### config.mk
export PLATFORM = sky130hd
export DESIGN_NAME = pawukon_cycle_from_date
export DESIGN_NICKNAME = d
export VERILOG_FILES = /design/src/sv/pcfd_pkg.sv /design/src/sv/pcfd_day_num.sv /design/src/sv/pcfd_mod210.sv /design/src/sv/pcfd_pawukon.sv /design/src/sv/pawukon_cycle_from_date.sv
export SDC_FILE = /design/constraint.sdc
export NUM_CORES = 2
export LEC_CHECK = 0
export BUFFER_PORTS_ARGS = -buffer_cell sky130_fd_sc_hd__buf_2
export CORE_MARGIN = 2
export CORE_UTILIZATION = 52
export DETAILED_ROUTE_END_ITERATION = 10
export GPL_ROUTABILITY_DRIVEN = 0
export PLACE_DENSITY_LB_ADDON = 0.25
export SLEW_MARGIN = 40
export SYNTH_ARGS = -nofsm -noshare
export SYNTH_HDL_FRONTEND = slang
export SYNTH_HIERARCHICAL = 1
export SYNTH_SLANG_ARGS = --single-unit
### constraint.sdc
create_clock -name clock -period 15.2 [get_ports clock]
set_input_delay 3.04 -clock clock [delete_from_list [all_inputs] [get_ports clock]]
set_output_delay 3.04 -clock clock [all_outputs]
set_load 0.1 [all_outputs]
### src/sv/pcfd_pkg.sv
`default_nettype none

package pcfd_pkg;

   localparam int unsigned MAX_YEAR_DEF = 9999;

   localparam int unsigned DAY_W  = 5;
   localparam int unsigned MON_W  = 4;
   localparam int unsigned YEAR_W = 14;
   // day number of 31 Dec 16383 stays below 2^23
   localparam int unsigned DN_W   = 23;
   localparam int unsigned RES_W  = 8;

   typedef logic [DN_W-1:0]  day_num_type;
   typedef logic [RES_W-1:0] res_type;
   typedef logic [3:0]       mon_idx_type;

   localparam res_type CYCLE_LEN = 8'd210;
   // 5 Jan 2020 has day number 737429, which is 119 mod 210
   localparam res_type REF_RES   = 8'd119;
   localparam res_type REF_WRAP  = 8'd91;

   // reciprocal constants, exact over the ranges used
   localparam logic [10:0] RECIP_Q25  = 11'd1311;        // (p>>2)/25, shift 15
   localparam logic [12:0] RECIP_Y25  = 13'd5243;        // y/25, shift 17
   localparam logic [23:0] RECIP_C210 = 24'd10226113;    // n/210, shift 31
   localparam logic [8:0]  RECIP_7    = 9'd293;          // r/7, shift 11
   localparam logic [7:0]  RECIP_5    = 8'd205;          // r/5, shift 10
   localparam logic [7:0]  RECIP_3    = 8'd171;          // r/3, shift 9

   localparam logic [8:0] CUM_DAYS [12] =
      '{9'd0, 9'd31, 9'd59, 9'd90, 9'd120, 9'd151,
        9'd181, 9'd212, 9'd243, 9'd273, 9'd304, 9'd334};

   localparam logic [4:0] MON_LEN [12] =
      '{5'd31, 5'd28, 5'd31, 5'd30, 5'd31, 5'd30,
        5'd31, 5'd31, 5'd30, 5'd31, 5'd30, 5'd31};

endpackage

`default_nettype wire

### src/sv/pcfd_day_num.sv
`default_nettype none

module pcfd_day_num #(
   parameter int unsigned MAX_YEAR = pcfd_pkg::MAX_YEAR_DEF
) (
   input  wire logic                          clock,
   input  wire logic                          en,
   input  wire logic [pcfd_pkg::YEAR_W-1:0]   year,
   input  wire logic [pcfd_pkg::MON_W-1:0]    month,
   input  wire logic [pcfd_pkg::DAY_W-1:0]    day,
   output pcfd_pkg::day_num_type              day_num,
   output logic                               date_ok
);

   // stage 1: clamp month, table reads, (year-1)/100 and year/25 by reciprocal
   logic [pcfd_pkg::MON_W-1:0]  mon_c;
   pcfd_pkg::mon_idx_type       idx;
   logic [pcfd_pkg::YEAR_W-1:0] p_in;
   logic [22:0]                 q100_prod;
   logic [26:0]                 y25_prod;
   logic                        fields_ok_in;

   logic [pcfd_pkg::YEAR_W-1:0] p_ff;
   logic [pcfd_pkg::YEAR_W-1:0] year_ff;
   logic [7:0]                  q100_ff;
   logic [9:0]                  y25_ff;
   logic [8:0]                  cum_ff;
   logic [4:0]                  mlen_ff;
   logic                        feb_ff;
   logic                        after_feb_ff;
   logic [pcfd_pkg::DAY_W-1:0]  day_ff;
   logic                        fields_ok_ff;

   always_comb begin
      if (month == '0) begin
         mon_c = 4'd1;
      end else if (month > 4'd12) begin
         mon_c = 4'd12;
      end else begin
         mon_c = month;
      end
      idx          = mon_c - 4'd1;
      p_in         = (year == '0) ? '0 : year - 14'd1;
      q100_prod    = 23'(p_in[13:2]) * 23'(pcfd_pkg::RECIP_Q25);
      y25_prod     = 27'(year) * 27'(pcfd_pkg::RECIP_Y25);
      fields_ok_in = (year != '0) && (17'(year) <= 17'(MAX_YEAR)) &&
                     (month != '0) && (month <= 4'd12) && (day != '0);
   end

   always_ff @(posedge clock) begin
      if (en) begin
         p_ff         <= p_in;
         year_ff      <= year;
         q100_ff      <= q100_prod[22:15];
         y25_ff       <= y25_prod[26:17];
         cum_ff       <= pcfd_pkg::CUM_DAYS[idx];
         mlen_ff      <= pcfd_pkg::MON_LEN[idx];
         feb_ff       <= (mon_c == 4'd2);
         after_feb_ff <= (mon_c > 4'd2);
         day_ff       <= day;
         fields_ok_ff <= fields_ok_in;
      end
   end

   // stage 2: leap year, days before the year, days within the year
   logic                  z25;
   logic                  leap;
   pcfd_pkg::day_num_type base_in;
   logic [9:0]            part_in;
   logic                  ok_in;

   pcfd_pkg::day_num_type base_ff;
   logic [9:0]            part_ff;
   logic                  ok2_ff;

   always_comb begin
      z25     = ((15'(y25_ff) * 15'd25) == 15'(year_ff));
      // divisible by 100 means by 4 and by 25; by 400 means by 16 and by 25
      leap    = ((year_ff[1:0] == 2'd0) && !z25) || ((year_ff[3:0] == 4'd0) && z25);
      base_in = 23'(p_ff) * 23'd365 + 23'(p_ff[13:2]) - 23'(q100_ff) + 23'(q100_ff[7:2]);
      part_in = 10'(cum_ff) + 10'(leap && after_feb_ff) + 10'(day_ff);
      ok_in   = fields_ok_ff && (6'(day_ff) <= (6'(mlen_ff) + 6'(leap && feb_ff)));
   end

   always_ff @(posedge clock) begin
      if (en) begin
         base_ff <= base_in;
         part_ff <= part_in;
         ok2_ff  <= ok_in;
      end
   end

   // stage 3: final sum
   pcfd_pkg::day_num_type dn_ff;
   logic                  ok3_ff;

   always_ff @(posedge clock) begin
      if (en) begin
         dn_ff  <= base_ff + 23'(part_ff);
         ok3_ff <= ok2_ff;
      end
   end

   assign day_num = dn_ff;
   assign date_ok = ok3_ff;

endmodule

`default_nettype wire

### src/sv/pcfd_mod210.sv
`default_nettype none

module pcfd_mod210 (
   input  wire logic                  clock,
   input  wire logic                  en,
   input  wire pcfd_pkg::day_num_type day_num,
   output pcfd_pkg::res_type          residue
);

   logic [46:0]           prod;
   logic [15:0]           q_ff;
   pcfd_pkg::day_num_type n_ff;
   pcfd_pkg::res_type     res_ff;
   pcfd_pkg::day_num_type rem_full;

   assign prod = 47'(day_num) * 47'(pcfd_pkg::RECIP_C210);

   always_ff @(posedge clock) begin
      if (en) begin
         q_ff <= prod[46:31];
         n_ff <= day_num;
      end
   end

   // quotient is exact, so no correction step
   assign rem_full = n_ff - 23'(q_ff) * 23'(pcfd_pkg::CYCLE_LEN);

   always_ff @(posedge clock) begin
      if (en) begin
         res_ff <= rem_full[7:0];
      end
   end

   assign residue = res_ff;

endmodule

`default_nettype wire

### src/sv/pcfd_pawukon.sv
`default_nettype none

module pcfd_pawukon (
   input  wire logic              clock,
   input  wire logic              en,
   input  wire pcfd_pkg::res_type res_birth,
   input  wire pcfd_pkg::res_type res_today,
   input  wire logic              birth_ge,
   input  wire logic              date_ok,
   output logic                   date_valid,
   output logic [4:0]             wuku_index,
   output logic [2:0]             seven_day_index,
   output logic [2:0]             five_day_index,
   output logic [1:0]             three_day_index,
   output logic [7:0]             days_until_next
);

   // stage 6: position in the 210-day cycle and distance mod 210
   pcfd_pkg::res_type r_in;
   pcfd_pkg::res_type dist_in;
   logic [8:0]        diff_bt;
   logic [8:0]        diff_tb;

   pcfd_pkg::res_type r_ff;
   pcfd_pkg::res_type dist_ff;
   logic              ok_ff;

   always_comb begin
      if (res_birth >= pcfd_pkg::REF_RES) begin
         r_in = res_birth - pcfd_pkg::REF_RES;
      end else begin
         r_in = res_birth + pcfd_pkg::REF_WRAP;
      end
      diff_bt = (res_birth >= res_today) ? 9'(res_birth) - 9'(res_today)
                : 9'(res_birth) + 9'(pcfd_pkg::CYCLE_LEN) - 9'(res_today);
      diff_tb = (res_today >= res_birth) ? 9'(res_today) - 9'(res_birth)
                : 9'(res_today) + 9'(pcfd_pkg::CYCLE_LEN) - 9'(res_birth);
      dist_in = birth_ge ? diff_bt[7:0] : diff_tb[7:0];
   end

   always_ff @(posedge clock) begin
      if (en) begin
         r_ff    <= r_in;
         dist_ff <= dist_in;
         ok_ff   <= date_ok;
      end
   end

   // stage 7: split the position into the week and the three day cycles
   logic [16:0]       p7;
   logic [15:0]       p5;
   logic [15:0]       p3;
   pcfd_pkg::res_type s7;
   pcfd_pkg::res_type s5;
   pcfd_pkg::res_type s3;

   logic              valid_ff;
   logic [4:0]        wuku_ff;
   logic [2:0]        sapta_ff;
   logic [2:0]        panca_ff;
   logic [1:0]        tri_ff;
   logic [7:0]        days_ff;

   always_comb begin
      p7 = 17'(r_ff) * 17'(pcfd_pkg::RECIP_7);
      p5 = 16'(r_ff) * 16'(pcfd_pkg::RECIP_5);
      p3 = 16'(r_ff) * 16'(pcfd_pkg::RECIP_3);
      s7 = r_ff - 8'(p7[16:11]) * 8'd7;
      s5 = r_ff - 8'(p5[15:10]) * 8'd5;
      s3 = r_ff - 8'(p3[15:9]) * 8'd3;
   end

   always_ff @(posedge clock) begin
      if (en) begin
         valid_ff <= ok_ff;
         if (ok_ff) begin
            wuku_ff  <= p7[15:11];
            sapta_ff <= s7[2:0];
            panca_ff <= s5[2:0];
            tri_ff   <= s3[1:0];
            days_ff  <= pcfd_pkg::CYCLE_LEN - dist_ff;
         end else begin
            wuku_ff  <= '0;
            sapta_ff <= '0;
            panca_ff <= '0;
            tri_ff   <= '0;
            days_ff  <= '0;
         end
      end
   end

   assign date_valid      = valid_ff;
   assign wuku_index      = wuku_ff;
   assign seven_day_index = sapta_ff;
   assign five_day_index  = panca_ff;
   assign three_day_index = tri_ff;
   assign days_until_next = days_ff;

endmodule

`default_nettype wire

### src/sv/pawukon_cycle_from_date.sv
// Channel  Direction  Handshake            Payload
// req      in         req_valid/req_ready  birth and today dates
// rsp      out        rsp_valid/rsp_ready  date_valid, pawukon indices, days to otonan
//
// Seven register stages; one item a cycle while rsp is not stalled.
// Stages 1-3 build the day numbers, 4-5 reduce them mod 210, 6-7 form the indices.
// Synchronous reset clears only the stage valid bits.
// A stalled rsp freezes the whole pipeline; req_ready follows rsp_ready then.
`default_nettype none

module pawukon_cycle_from_date #(
   parameter int unsigned MAX_YEAR = pcfd_pkg::MAX_YEAR_DEF
) (
   input  wire logic                        clock,
   input  wire logic                        reset,
   input  wire logic                        req_valid,
   output logic                             req_ready,
   input  wire logic [pcfd_pkg::DAY_W-1:0]  req_birth_day,
   input  wire logic [pcfd_pkg::MON_W-1:0]  req_birth_month,
   input  wire logic [pcfd_pkg::YEAR_W-1:0] req_birth_year,
   input  wire logic [pcfd_pkg::DAY_W-1:0]  req_today_day,
   input  wire logic [pcfd_pkg::MON_W-1:0]  req_today_month,
   input  wire logic [pcfd_pkg::YEAR_W-1:0] req_today_year,
   output logic                             rsp_valid,
   input  wire logic                        rsp_ready,
   output logic                             rsp_date_valid,
   output logic [4:0]                       rsp_wuku_index,
   output logic [2:0]                       rsp_seven_day_index,
   output logic [2:0]                       rsp_five_day_index,
   output logic [1:0]                       rsp_three_day_index,
   output logic [7:0]                       rsp_days_until_next
);

   localparam int unsigned STAGES = 7;

   logic                  en;
   logic [STAGES-1:0]     vld_ff;
   logic [STAGES-1:0]     vld_in;

   pcfd_pkg::day_num_type dn_birth;
   pcfd_pkg::day_num_type dn_today;
   logic                  birth_ok;
   logic                  today_ok;
   pcfd_pkg::res_type     res_birth;
   pcfd_pkg::res_type     res_today;

   logic                  ge4_ff;
   logic                  ge5_ff;
   logic                  ok4_ff;
   logic                  ok5_ff;

   assign en        = !vld_ff[STAGES-1] || rsp_ready;
   assign req_ready = en;
   assign rsp_valid = vld_ff[STAGES-1];
   assign vld_in    = {vld_ff[STAGES-2:0], req_valid};

   always_ff @(posedge clock) begin
      if (reset) begin
         vld_ff <= '0;
      end else if (en) begin
         vld_ff <= vld_in;
      end
   end

   pcfd_day_num #(.MAX_YEAR(MAX_YEAR)) u_dn_birth (
      .clock   (clock),
      .en      (en),
      .year    (req_birth_year),
      .month   (req_birth_month),
      .day     (req_birth_day),
      .day_num (dn_birth),
      .date_ok (birth_ok)
   );

   // today is never checked; its validity flag is left aside
   pcfd_day_num #(.MAX_YEAR(MAX_YEAR)) u_dn_today (
      .clock   (clock),
      .en      (en),
      .year    (req_today_year),
      .month   (req_today_month),
      .day     (req_today_day),
      .day_num (dn_today),
      .date_ok (today_ok)
   );

   always_ff @(posedge clock) begin
      if (en) begin
         ge4_ff <= (dn_birth >= dn_today);
         ge5_ff <= ge4_ff;
         ok4_ff <= birth_ok;
         ok5_ff <= ok4_ff;
      end
   end

   pcfd_mod210 u_mod_birth (
      .clock   (clock),
      .en      (en),
      .day_num (dn_birth),
      .residue (res_birth)
   );

   pcfd_mod210 u_mod_today (
      .clock   (clock),
      .en      (en),
      .day_num (dn_today),
      .residue (res_today)
   );

   pcfd_pawukon u_pawukon (
      .clock           (clock),
      .en              (en),
      .res_birth       (res_birth),
      .res_today       (res_today),
      .birth_ge        (ge5_ff),
      .date_ok         (ok5_ff),
      .date_valid      (rsp_date_valid),
      .wuku_index      (rsp_wuku_index),
      .seven_day_index (rsp_seven_day_index),
      .five_day_index  (rsp_five_day_index),
      .three_day_index (rsp_three_day_index),
      .days_until_next (rsp_days_until_next)
   );

   // an invalid birth date carries nothing but zeros
   a_invalid_zero: assert property (@(posedge clock) disable iff (reset)
      (rsp_valid && !rsp_date_valid) |->
         (rsp_wuku_index == '0 && rsp_seven_day_index == '0 &&
          rsp_five_day_index == '0 && rsp_three_day_index == '0 &&
          rsp_days_until_next == '0))
      else $error("invalid date item with non-zero fields");

   a_index_range: assert property (@(posedge clock) disable iff (reset)
      (rsp_valid && rsp_date_valid) |->
         (rsp_wuku_index < 5'd30 && rsp_seven_day_index < 3'd7 &&
          rsp_five_day_index < 3'd5 && rsp_three_day_index < 2'd3))
      else $error("pawukon index out of range");

   a_days_range: assert property (@(posedge clock) disable iff (reset)
      (rsp_valid && rsp_date_valid) |->
         (rsp_days_until_next != '0 && rsp_days_until_next <= 8'd210))
      else $error("days to otonan out of range");

   a_ready_on_free: assert property (@(posedge clock) disable iff (reset)
      !rsp_valid |-> req_ready)
      else $error("input stalled with empty output stage");

endmodule

`default_nettype wire

==> metrics.txt <==
run status=completed; Hold Crit Depth=0; FF-to-FF path depth=20; count of final max-slew check failures=0; max_cap viols=0; Crit-path slowest cell=nor2_1; post-layout minimum cycle time=around 9.7 ns; HP Start=u_dn_birth/ok2_ff; HP Class=reg -> reg; non-filler cells, final=6436; largest net degree at the start of global routing=roughly 130; die area=103500 um^2; WS Path Type=in -> reg; antenna violations before repair=8; Mapped Avg Cell Area=10.48 um^2; worst setup margin=~5.5 ns; Final setup viols=0; DPL Wire Length=87.67 mm; nets=6955; Inserted Diodes=0; worst relative slew slack=0.4328; Root Buffer=clkbuf_16; Multi-input gate area=roughly 38000 um^2; Seq. cell area=10020 um^2; synthesized area=52510 um^2; via count=33363; Num CTS Buffers=44; crit-path max cell delay=0.58 ns; Die H=321.8 um; Hold Fails Final Rpt=0; layer with the highest usage=met2; Peak Freq=0.1030 GHz; hold endpoint=u_dn_birth/date_ok; share of layout cells above drive strength 1=0.04671; Overflow after GRT=0; met2 usage in global routing=0.3671; Die W=321.8 um; vias per cell=5.184; worst-case clock skew=about 0.024 ns; WL/cell=16.01 um; Core Rows=116; Post-Route WL=103.0 mm; Starting Density=0.5244; DRT Pass-1 Iters=5; RSZ-0062 raised after global routing=false; Fin Hold WS=0.4194 ns; post-route clock period utilization=0.6387; # hold bufs at CTS=0; DRC Markers=0; final-layout fill cell count=8675; number of top-level pins=74; total track usage=0.2074; cts repair resizes=0; critical path required time=15.55 ns; Syn Inst Count=5012; synth warn=6; first-pass GRT wire length=approximately 170 mm; Iter 0 DRT Violations=between 1000 and 1500; CP Launch Type=input pin; Inst Count DP=6354; port buffer count=73; worst slew pin tran=around 0.85 ns; post-route antenna net violation count=0; Post-CTS Setup Inserts=0; syn_nets=6865; setup TNS=0 ns; crit end category=register; area grow syn2layout=6.600%; worst reg2reg startpoint=u_dn_birth/day_num[11]; worst endpoint data arrival time=10.05 ns; vias in the first global route=34944; core region area=around 100000 um^2; DP Worst Slack=4.861 ns; H-tree depth=2; most frequent CP cell=inv_1; worst reg2reg setup slack=9.09 ns; clk slew on worst S/H paths=0.05 ns; met1 Resource Use GR=0.2680; CP Max Fanout=7; Clock Tree Buf Depth=3; TritonCTS sink count=336; RR Endpoint=u_mod_birth/q_ff[6]; M3 GR Usage=0.02471; CTS tree=yes; clk_lat worst skew=0.60 ns
==> worst max-delay path, delay by kind of cell <==
kind | cells | cell delay, ns
adders and majority gates | 7 | 2.89
AOI/OAI and AO/OA | 9 | 2.20
and+or+nand+nor | 4 | 1.05
buffers and inverters | 7 | 0.67
xor gates and xnor gates | 2 | 0.23
==> through the flow <==
step	instance area [um^2]	utilization
after CTS	55970	0.5589
after global placement	54430	0.5435
after global routing	55980	0.5590
final	55980	0.5590
after detailed placement	54430	0.5435
after floorplan	52510	-
==> layer usage <==
metal  wire (um)  share of wire
met5          74        0.00072
met4        2696          0.026
met1       46380           0.45
met3        2851          0.028
met2       51020           0.50
==> state kept, by name (all words and copies together) (netlist names), 9 cells and up <==
register / cells
u_dn_today/day_num: 23
u_dn_birth/part_ff: 10
u_dn_today/p_ff: 14
u_dn_today/year_ff: 14
u_dn_birth/y25_ff: 10
u_dn_birth/base_ff: 23
u_dn_birth/p_ff: 14
u_dn_today/base_ff: 23
u_dn_today/part_ff: 10
u_dn_today/y25_ff: 10
u_dn_birth/year_ff: 14
u_dn_birth/day_num: 23
u_dn_birth/cum_ff: 9
u_dn_today/cum_ff: 9
==> worst max-delay path by stage <==
stage | endpoint | from | cells past startpoint | slack, ns
2_1_floorplan | req_ready | rsp_ready | 3 | 1.92
6_report | u_dn_today/q100_ff[6] | req_today_year[2] | 29 | 5.49
5_1_grt | u_dn_today/q100_ff[6] | req_today_year[2] | 29 | 4.87
3_3_place_gp | u_dn_today/q100_ff[6] | req_today_year[3] | 29 | 5.06
3_5_place_dp | u_dn_today/q100_ff[6] | req_today_year[2] | 29 | 4.86
4_1_cts | u_dn_today/q100_ff[6] | req_today_year[2] | 29 | 5.54
==> cells in the final DEF (no fill, tap or decap), types with 20 or more instances in the layout <==
cell,count
or2_2,33
o21a_1,27
xnor2_1,197
clkbuf_16,46
xor2_1,80
mux2i_1,27
a21o_1,75
nand4_1,31
nor2b_1,27
nand2_1,135
nor3_1,43
ha_1,1175
nor2_1,125
a21oi_1,189
edfxtp_1,329
a211oi_1,29
nand3_1,57
nand2b_1,23
a31oi_1,20
fa_1,628
o21ai_0,119
buf_2,73
inv_1,1276
==> cell type report <==
cell class,count,share of cell area
multi-input cells,3364,0.6713
inverters,1278,0.08583
repair buffers,78,0.007421
clock inverters,31,0.006571
well taps,1298,0.02901
flip-flops and latches,336,0.1790
clock buffers,51,0.02090
Power is left out: the tool's default activity adds up to more than one toggle a clock period on the data nets, which glitch-free logic cannot reach.
